File: src/rtl/rtsr_pkg.sv
// Shared types and constants for the rolling time series rank unit.
// Used by every module under rtl; depends on nothing else.
package rtsr_pkg;

   localparam int CHANNEL_W  = 4;
   localparam int CHAN_CODES = 2 ** CHANNEL_W;
   localparam int SAMPLE_W   = 32;
   localparam int WIN_LEN_W  = 7;
   localparam int COUNT_W    = 7;
   localparam int FRAC_W     = 17;
   localparam int DIV_STEPS  = 17;
   localparam int DIV_CNT_W  = 5;

   localparam logic [WIN_LEN_W-1:0] WIN_LEN_RESET = 7'd10;

   typedef enum logic [2:0] {
      ST_CLEAR,
      ST_IDLE,
      ST_LOAD,
      ST_SCAN,
      ST_DIV_START,
      ST_DIV_WAIT,
      ST_DONE
   } rtsr_state_type;

   typedef struct packed {
      logic                 start;
      logic [COUNT_W-1:0]   dividend;
      logic [WIN_LEN_W-1:0] divisor;
   } rtsr_div_req_type;

   typedef struct packed {
      logic              done;
      logic [FRAC_W-1:0] quotient;
   } rtsr_div_rsp_type;

endpackage

File: src/rtl/rtsr_divider.sv
// Restoring divider, one quotient bit per cycle: floor(dividend * 2^16 / divisor).
// Assumes dividend <= divisor; depends on rtsr_pkg for widths and the request types.
module rtsr_divider
   import rtsr_pkg::*;
(
   input  logic             clock,
   input  logic             reset,
   input  rtsr_div_req_type div_req,
   output rtsr_div_rsp_type div_rsp
);

   logic                 busy_ff, busy_in;
   logic                 done_ff, done_in;
   logic [DIV_CNT_W-1:0] step_ff, step_in;
   logic [WIN_LEN_W-1:0] rem_ff, rem_in;
   logic [WIN_LEN_W-1:0] dvs_ff, dvs_in;
   logic [FRAC_W-1:0]    quo_ff, quo_in;
   logic [WIN_LEN_W:0]   trial;
   logic [WIN_LEN_W:0]   diff;
   logic                 qbit;

   always_comb begin
      // The first step takes the integer bit without shifting the remainder.
      trial   = (step_ff == '0) ? {1'b0, rem_ff} : {rem_ff, 1'b0};
      diff    = trial - {1'b0, dvs_ff};
      qbit    = (trial >= {1'b0, dvs_ff});
      busy_in = busy_ff;
      done_in = 1'b0;
      step_in = step_ff;
      rem_in  = rem_ff;
      dvs_in  = dvs_ff;
      quo_in  = quo_ff;
      if (div_req.start) begin
         busy_in = 1'b1;
         step_in = '0;
         rem_in  = div_req.dividend;
         dvs_in  = div_req.divisor;
         quo_in  = '0;
      end else if (busy_ff) begin
         rem_in  = qbit ? diff[WIN_LEN_W-1:0] : trial[WIN_LEN_W-1:0];
         quo_in  = {quo_ff[FRAC_W-2:0], qbit};
         step_in = step_ff + 1'b1;
         if (step_ff == DIV_CNT_W'(DIV_STEPS - 1)) begin
            busy_in = 1'b0;
            done_in = 1'b1;
         end
      end
   end

   always_ff @(posedge clock) begin
      if (reset) begin
         busy_ff <= 1'b0;
         done_ff <= 1'b0;
         step_ff <= '0;
      end else begin
         busy_ff <= busy_in;
         done_ff <= done_in;
         step_ff <= step_in;
      end
   end

   always_ff @(posedge clock) begin
      rem_ff <= rem_in;
      dvs_ff <= dvs_in;
      quo_ff <= quo_in;
   end

   assign div_rsp.done     = done_ff;
   assign div_rsp.quotient = quo_ff;

   property p_no_restart_while_busy;
      @(posedge clock) disable iff (reset) busy_ff |-> !div_req.start;
   endproperty
   assert property (p_no_restart_while_busy)
      else $error("divider restarted while busy");

   property p_rem_below_divisor;
      @(posedge clock) disable iff (reset) (busy_ff && step_ff != '0) |-> (rem_ff < dvs_ff);
   endproperty
   assert property (p_rem_below_divisor)
      else $error("divider remainder not below divisor");

   property p_done_follows_busy;
      @(posedge clock) disable iff (reset) done_ff |-> $past(busy_ff);
   endproperty
   assert property (p_done_follows_busy)
      else $error("divider done without a running division");

endmodule

File: config.mk
export PLATFORM = sky130hd
export DESIGN_NAME = rtsr_divider
export DESIGN_NICKNAME = d
export VERILOG_FILES = /design/src/rtl/rtsr_pkg.sv /design/src/rtl/rtsr_divider.sv
export SDC_FILE = /design/constraint.sdc
export NUM_CORES = 1
export LEC_CHECK = 0
export BUFFER_PORTS_ARGS = -buffer_cell sky130_fd_sc_hd__buf_2
export CAP_MARGIN = 20
export CORE_ASPECT_RATIO = 0.5
export CORE_UTILIZATION = 45
export DETAILED_ROUTE_END_ITERATION = 10
export PLACE_DENSITY = 0.68
export SYNTH_ARGS = -nofsm -noshare
export SYNTH_HDL_FRONTEND = slang
export SYNTH_SLANG_ARGS = --single-unit
File: constraint.sdc
create_clock -name clock -period 3.79 [get_ports clock]
set_input_delay 0.758 -clock clock [delete_from_list [all_inputs] [get_ports clock]]
set_output_delay 0.758 -clock clock [all_outputs]
set_load 0.05 [all_outputs]
==> results of run 1 <==
## flip-flops by register name, indices dropped and copies added (netlist names)
register	flops
rem_ff	7
dvs_ff	7
done_ff	1
step_ff	5
busy_ff	1
quo_ff	17
## through the flow
step	hold WS, ps	cells	power, mW	setup slack, ps	utilization [%]
final	496	280	1.05	484	55.5
after global routing	542	280	1.10	330	55.5
after CTS	505	280	1.06	488	55.5
after detailed placement	484	272	0.761	503	53.1
after global placement	468	272	0.754	582	53.1
after floorplan	510	191	0.698	633	-
## synth_stat cells, drive strengths merged, types with 2 or more instances
cell / number
a21o: 2
nand4: 2
nor3: 2
ha: 9
nor2: 27
dfxtp: 24
xor2: 4
o21ai: 6
a21oi: 5
edfxtp: 14
inv: 12
mux2i: 20
nand2b: 2
nand2: 25
clkbuf: 4
or4: 2
buf: 5
a211oi: 4
## logic make-up (layout without fill, tap and decap cells)
group,after synthesis,in the layout
AND/OR/NAND/NOR,70,70
flip-flops,38,38
AO/OA/AOI/OAI,26,26
multiplexers,21,21
buffers and inverters,21,56
adder cells (fa/ha/maj),10,10
XOR/XNOR,5,5
## worst reg2reg max path, stage by stage (launching register included)
cell and delay (ps):
dfxtp_1 340, inv_1 70, ha_1 160, or4b_4 530, nand2_1 100, nand2_1 110, fa_1 470, a211oi_1 330
o21ai_1 190, a21oi_4 330, nor4_1 90, a311o_1 340
## cell type report
| class | instances | area [µm²] |
|---|---|---|
| flip-flops and latches | 38 | 901 |
| clock inverters | 2 | 11.3 |
| inverters | 12 | 45.0 |
| repair buffers | 36 | 185 |
| well taps | 54 | 67.6 |
| clock buffers | 6 | 82.6 |
| fillers | 383 | 1770 |
| multi-input cells | 132 | 906 |
## path summary, 6_finish.rpt
path / startpoint / to / slack [ps] / depth (start not counted)
max reg2reg: step_ff[0]$_SDFFE_PP0P_ / rem_ff[3]$_DFFE_PP_ / 480 / 11
min reg2reg: quo_ff[16]$_SDFFE_PP0P_ / quo_ff[16]$_SDFFE_PP0P_ / 500 / 2
max: step_ff[0]$_SDFFE_PP0P_ / rem_ff[3]$_DFFE_PP_ / 480 / 11
min: quo_ff[16]$_SDFFE_PP0P_ / quo_ff[16]$_SDFFE_PP0P_ / 500 / 2
## power breakdown
part | internal, mW | switching (mW)
sequential | 0.457 | 0.0130
clock | 0.147 | 0.147
combinational | 0.120 | 0.165
total | 0.723 | 0.325
## layer usage
layer	GRT usage [%]	wire length, µm	vias to the layer above
li1	-	-	730
met1	18.3	1630	683
met2	30.9	1720	24
met3	5.40	146	6
met4	9.54	63	0
met5	0	0	-
==> out/results.txt, run 1 <==
Post-synth EDFFs -> 14
Syn Area/Cell -> 9.93 µm²
Mapped cell area -> 1900 µm²
RSZ-0062 raised after global routing -> no
Worst-path cell chain -> inv_1 > ha_1 > or4b_4 > nand2_1 > nand2_1 > fa_1 > a211oi_1 > o21ai_1 > a21oi_4 > nor4_1 > a311o_1
Vias per cell -> 5.15
Largest family of logic cells by synthesized area -> simple AND/OR/NAND/NOR gates
Post-CTS Hold Buffers -> 0
CP arrival -> 3360 ps
Routed WL -> 3560 µm
Req. time, crit path -> 3840 ps
Placed instance area -> 2100 µm²
Syn-to-layout area delta -> 15.9%
Routability congestion estimate -> 0.817
Remaining Overflow, GRT -> 0
Postcts setup bufs -> 0
# port buffers -> 34
Synth Flop Type -> dfxtp_1
Slowest stage delay, CP -> 530 ps
Antenna cells -> 0
Vert. Die Dim -> 47.9 µm
Hold WC Path Type -> flip-flop to flip-flop
Number of synthesis warnings -> 0
Outcome -> finished, final reports clean
Final hold viol count -> 0
Synth Area in Simple Gates -> 17.2%
Area share of the leading cell type in the synthesized netlist -> 25.3%
Num CTS Buffers -> 5
Share of cells above drive strength 1 -> 22.1%
CP startpoint kind -> flip-flop
Clock tree from TritonCTS -> yes
Critical path's slowest cell -> or4b_4
Sequential share of the synthesized area -> 47.5%
Commonest non-fill, non-tap cells in the layout -> buf_2 (34), nor2_1 (27), nand2_1 (25)
Tot GR Track Use -> 16.8%
Synth Register Bits -> 38
Final Cell Area -> 2200 µm²
Syn Nets -> 218
Max VDD drop -> 0.000200 V
Clock Path Buffers -> 2
Die W -> 93.8 µm
Ports -> 35
Commonest non-fill, non-tap cell in the layout -> buf_2
Pwr dens -> 477 nW/µm²
Adder-Cell Fraction of Synth Area -> 6.99%
Crit path top cell by count -> nand2_1
Clock Latency Late Sink -> 300 ps
Core area -> 3960 µm²
CP endpoint kind -> flip-flop
Row count -> 16
Mux cell area share after synthesis -> 11.3%
DRT iter0 DRCs -> 43
Critical path type -> flip-flop to flip-flop
Largest delay share family, worst path -> compound AO/OA/AOI/OAI gates
Vias -> 1443
FMAX -> 303 MHz
Async SR Flop Fraction -> 0%
Vias in the first global route -> 1252
Slew at the pin closest to its max-slew limit -> 693 ps
CTS resizes -> 0
Drt drc -> 0
Min Tclk post-route -> 3310 ps
Post-DP HPWL -> 2580 µm
Slew HR -> 53.8%
Initial DRT Pass Iterations -> 4
Final Skew -> 4.52 ps
CP Buf/Inv Count -> 1
H-tree depth -> 2
DRT antenna net count -> 0
XOR/XNOR Fraction of Synth Area -> 2.31%
Sink Count -> 38
Post-synthesis compound-gate area fraction -> 9.89%
Slew Limit Fails -> 0
Largest net degree at the start of global routing -> 40
Post-synthesis cell count -> 191
Final Net Count -> 252
Average routed wire per standard cell -> 12.7 µm
Clock transition at path regs -> 80 ps
Setup TNS -> 0 ps
DIE AREA -> 4490 µm²
Final setup viols -> 0
Maximum capacitance violations -> 0
Root Driver -> clkbuf_8
Initial Util -> 47.9%
Yosys cell types -> 45
Worst Path Max Fanout -> 10
Initial antenna violation count -> 0
First-pass GRT wire length -> 5460 µm
Leakage -> 1.01 nW
Largest area contributor in the netlist -> dfxtp_1
Period utilization -> 87.2%
Top cells by area, synth -> dfxtp_1 (25%), edfxtp_1 (22%), mux2i_1 (11%), ha_1 (5.9%), nor2_1 (5.3%)
No activity file was read; power rests on OpenSTA's default activity.
==> run 2, diff against run 1 <==
--- a/config.mk
+++ b/config.mk
@@ -8,9 +8,9 @@
 export BUFFER_PORTS_ARGS = -buffer_cell sky130_fd_sc_hd__buf_2
 export CAP_MARGIN = 20
 export CORE_ASPECT_RATIO = 0.5
-export CORE_UTILIZATION = 45
+export CORE_UTILIZATION = 30
 export DETAILED_ROUTE_END_ITERATION = 10
-export PLACE_DENSITY = 0.68
+export PLACE_DENSITY = 0.49
 export SYNTH_ARGS = -nofsm -noshare
 export SYNTH_HDL_FRONTEND = slang
 export SYNTH_SLANG_ARGS = --single-unit
==> out/results.txt, run 2 (same netlist as run 1, synthesis figures left out) <==
Min Tclk post-route -> 3310 ps (+1.17 ps)
Drt drc -> 0 (unchanged)
Antenna cells -> 0 (unchanged)
Critical path type -> flip-flop to flip-flop
Hold WS -> 514 ps (+18.2 ps)
DRT antenna net count -> 0 (unchanged)
Worst Min Path Start -> quo_ff[5]$_SDFFE_PP0P_
Clock transition at path regs -> 60 ps (-20 ps)
WHS Endpoint -> quo_ff[5]$_SDFFE_PP0P_
Root Driver -> clkbuf_16
Place WS -> 491 ps (-12.4 ps)
Setup TNS -> 0 ps (unchanged)
Post-DP HPWL -> 2650 µm (+2.6%)
Largest net degree at the start of global routing -> 40 (unchanged)
CP arrival -> 3340 ps (-20 ps)
Final Skew -> 6.40 ps (+1.88 ps)
# port buffers -> 34 (unchanged)
RSZ-0062 raised after global routing -> no
Syn-to-layout area delta -> 22.0%
Die W -> 114 µm (+22%)
Clock Path Buffers -> 2 (unchanged)
Internal power -> 0.879 mW (+22%)
R2R cell count -> 11 (unchanged)
Net switching power -> 0.332 mW (+2.2%)
CTS resizes -> 0 (unchanged)
Post-CTS Hold Buffers -> 0 (unchanged)
DRT iter0 DRCs -> 42 (-2.3%)
Core area -> 6080 µm² (+53%)
Vias -> 1412 (-2.1%)
Average routed wire per standard cell -> 11.7 µm (-7.7%)
Hold WC Path Type -> flip-flop to flip-flop
Routability congestion estimate -> 0.794 (-2.8%)
Sink Count -> 38 (unchanged)
Req. time, crit path -> 3820 ps (-20 ps)
Row count -> 20 (+4)
Final hold viol count -> 0 (unchanged)
CP startpoint kind -> flip-flop
Num CTS Buffers -> 5 (unchanged)
Number of cells on the worst hold path -> 2 (unchanged)
First-pass GRT wire length -> 6280 µm (+15%)
Maximum capacitance violations -> 0 (unchanged)
Slew HR -> 52.0% (-1.9 points)
Outcome -> finished, final reports clean
Remaining Overflow, GRT -> 0 (unchanged)
Switching Fraction -> 27.4% (-3.6 points)
Pwr Total -> 1.21 mW (+16%)
Vias in the first global route -> 1350 (+7.8%)
Initial Util -> 31.2% (-17 points)
Clock tree from TritonCTS -> yes
Routed WL -> 3690 µm (+3.5%)
Seq pwr share -> 39.2% (-5.6 points)
Share of cells above drive strength 1 -> 21.7% (-0.44 points)
Worst r2r src -> step_ff[0]$_SDFFE_PP0P_
Fin util -> 38.1% (-17 points)
DIE AREA -> 6660 µm² (+48%)
FMAX -> 302 MHz (about the same)
Crit path from -> step_ff[0]$_SDFFE_PP0P_
Slew Limit Fails -> 0 (unchanged)
Worst Path Max Fanout -> 10 (unchanged)
Clock share of power -> 37.9% (+9.9 points)
Final setup viols -> 0 (unchanged)
Ports -> 35 (unchanged)
Max reg flops -> 17 (unchanged)
Slew at the pin closest to its max-slew limit -> 721 ps (+27.8 ps)
Leakage -> 1.04 nW (+3.0%)
R2R Path End -> rem_ff[3]$_DFFE_PP_
Worst setup margin -> 483 ps (-1.17 ps)
Max VDD drop -> 0.000168 V (-16%)
Postcts setup bufs -> 0 (unchanged)
Tot GR Track Use -> 12.5% (-4.4 points)
Power share of the combinational group -> 23.0% (-4.2 points)
Pwr dens -> 523 nW/µm² (+9.7%)
Placed instance area -> 2150 µm² (+2.0%)
Vert. Die Dim -> 58.2 µm (+22%)
Clock Latency Late Sink -> 280 ps (-20 ps)
Initial antenna violation count -> 0 (unchanged)
DP Cell Count -> 306 (+13%)
Commonest non-fill, non-tap cells in the layout -> buf_2 (34), nor2_1 (27), nand2_1 (25)
Final Net Count -> 252 (unchanged)
Vias per cell -> 4.50 (-13%)
Period utilization -> 87.2% (about the same)
Initial DRT Pass Iterations -> 4 (unchanged)
Finished Layout Cells -> 314 (+12%)
Setup slack, reg-to-reg -> 480 ps (about the same)
Commonest non-fill, non-tap cell in the layout -> buf_2
H-tree depth -> 2 (unchanged)
Final Cell Area -> 2310 µm² (+5.3%)
CP endpoint kind -> flip-flop
Biggest register -> quo_ff
Biggest regs -> quo_ff (17), dvs_ff (7), rem_ff (7)
[run 2: layout make-up]
type                            instances  area, µm²
Clock buffer                            8        168
Inverter                               12       45.0
Fill cell                             629       3770
Timing Repair Buffer                   36        185
Multi-Input combinational cell        132        906
Sequential cell                        38        901
Tap cell                               88        110
[run 2: how the worst max path moves through the flow]
stage	to	slack [ps]	depth (start not counted)
floorplan	rem_ff[4]$_DFFE_PP_	630	12
global placement	rem_ff[3]$_DFFE_PP_	550	11
detailed placement	rem_ff[3]$_DFFE_PP_	490	11
CTS	rem_ff[3]$_DFFE_PP_	480	11
global route	rem_ff[3]$_DFFE_PP_	250	11
finish	rem_ff[3]$_DFFE_PP_	480	11
[run 2: routing by layer]
layer	track usage [%]	wire length, µm
met3	4.18	149
met2	19.1	1600
met4	4.45	49
met5	0	0
met1	16.5	1890
[run 2: worst max-delay path, cell delays in order, from the launching register on]
cell and delay (ps):
dfxtp_1 340, inv_1 70, ha_1 160, or4b_4 530, nand2_1 90, nand2_1 100
fa_1 460, a211oi_1 330, o21ai_1 200, a21oi_4 340, nor4_1 100, a311o_1 340
[run 2: power by group through the flow]
| stage | Sequential, mW | Clock, mW | Combinational [mW] |
|---|---|---|---|
| finish | 0.474 | 0.459 | 0.278 |
| global route | 0.478 | 0.488 | 0.313 |
| CTS | 0.474 | 0.474 | 0.280 |
| detailed placement | 0.483 | 0 | 0.278 |
| global placement | 0.483 | 0 | 0.278 |
| floorplan | 0.482 | 0 | 0.216 |
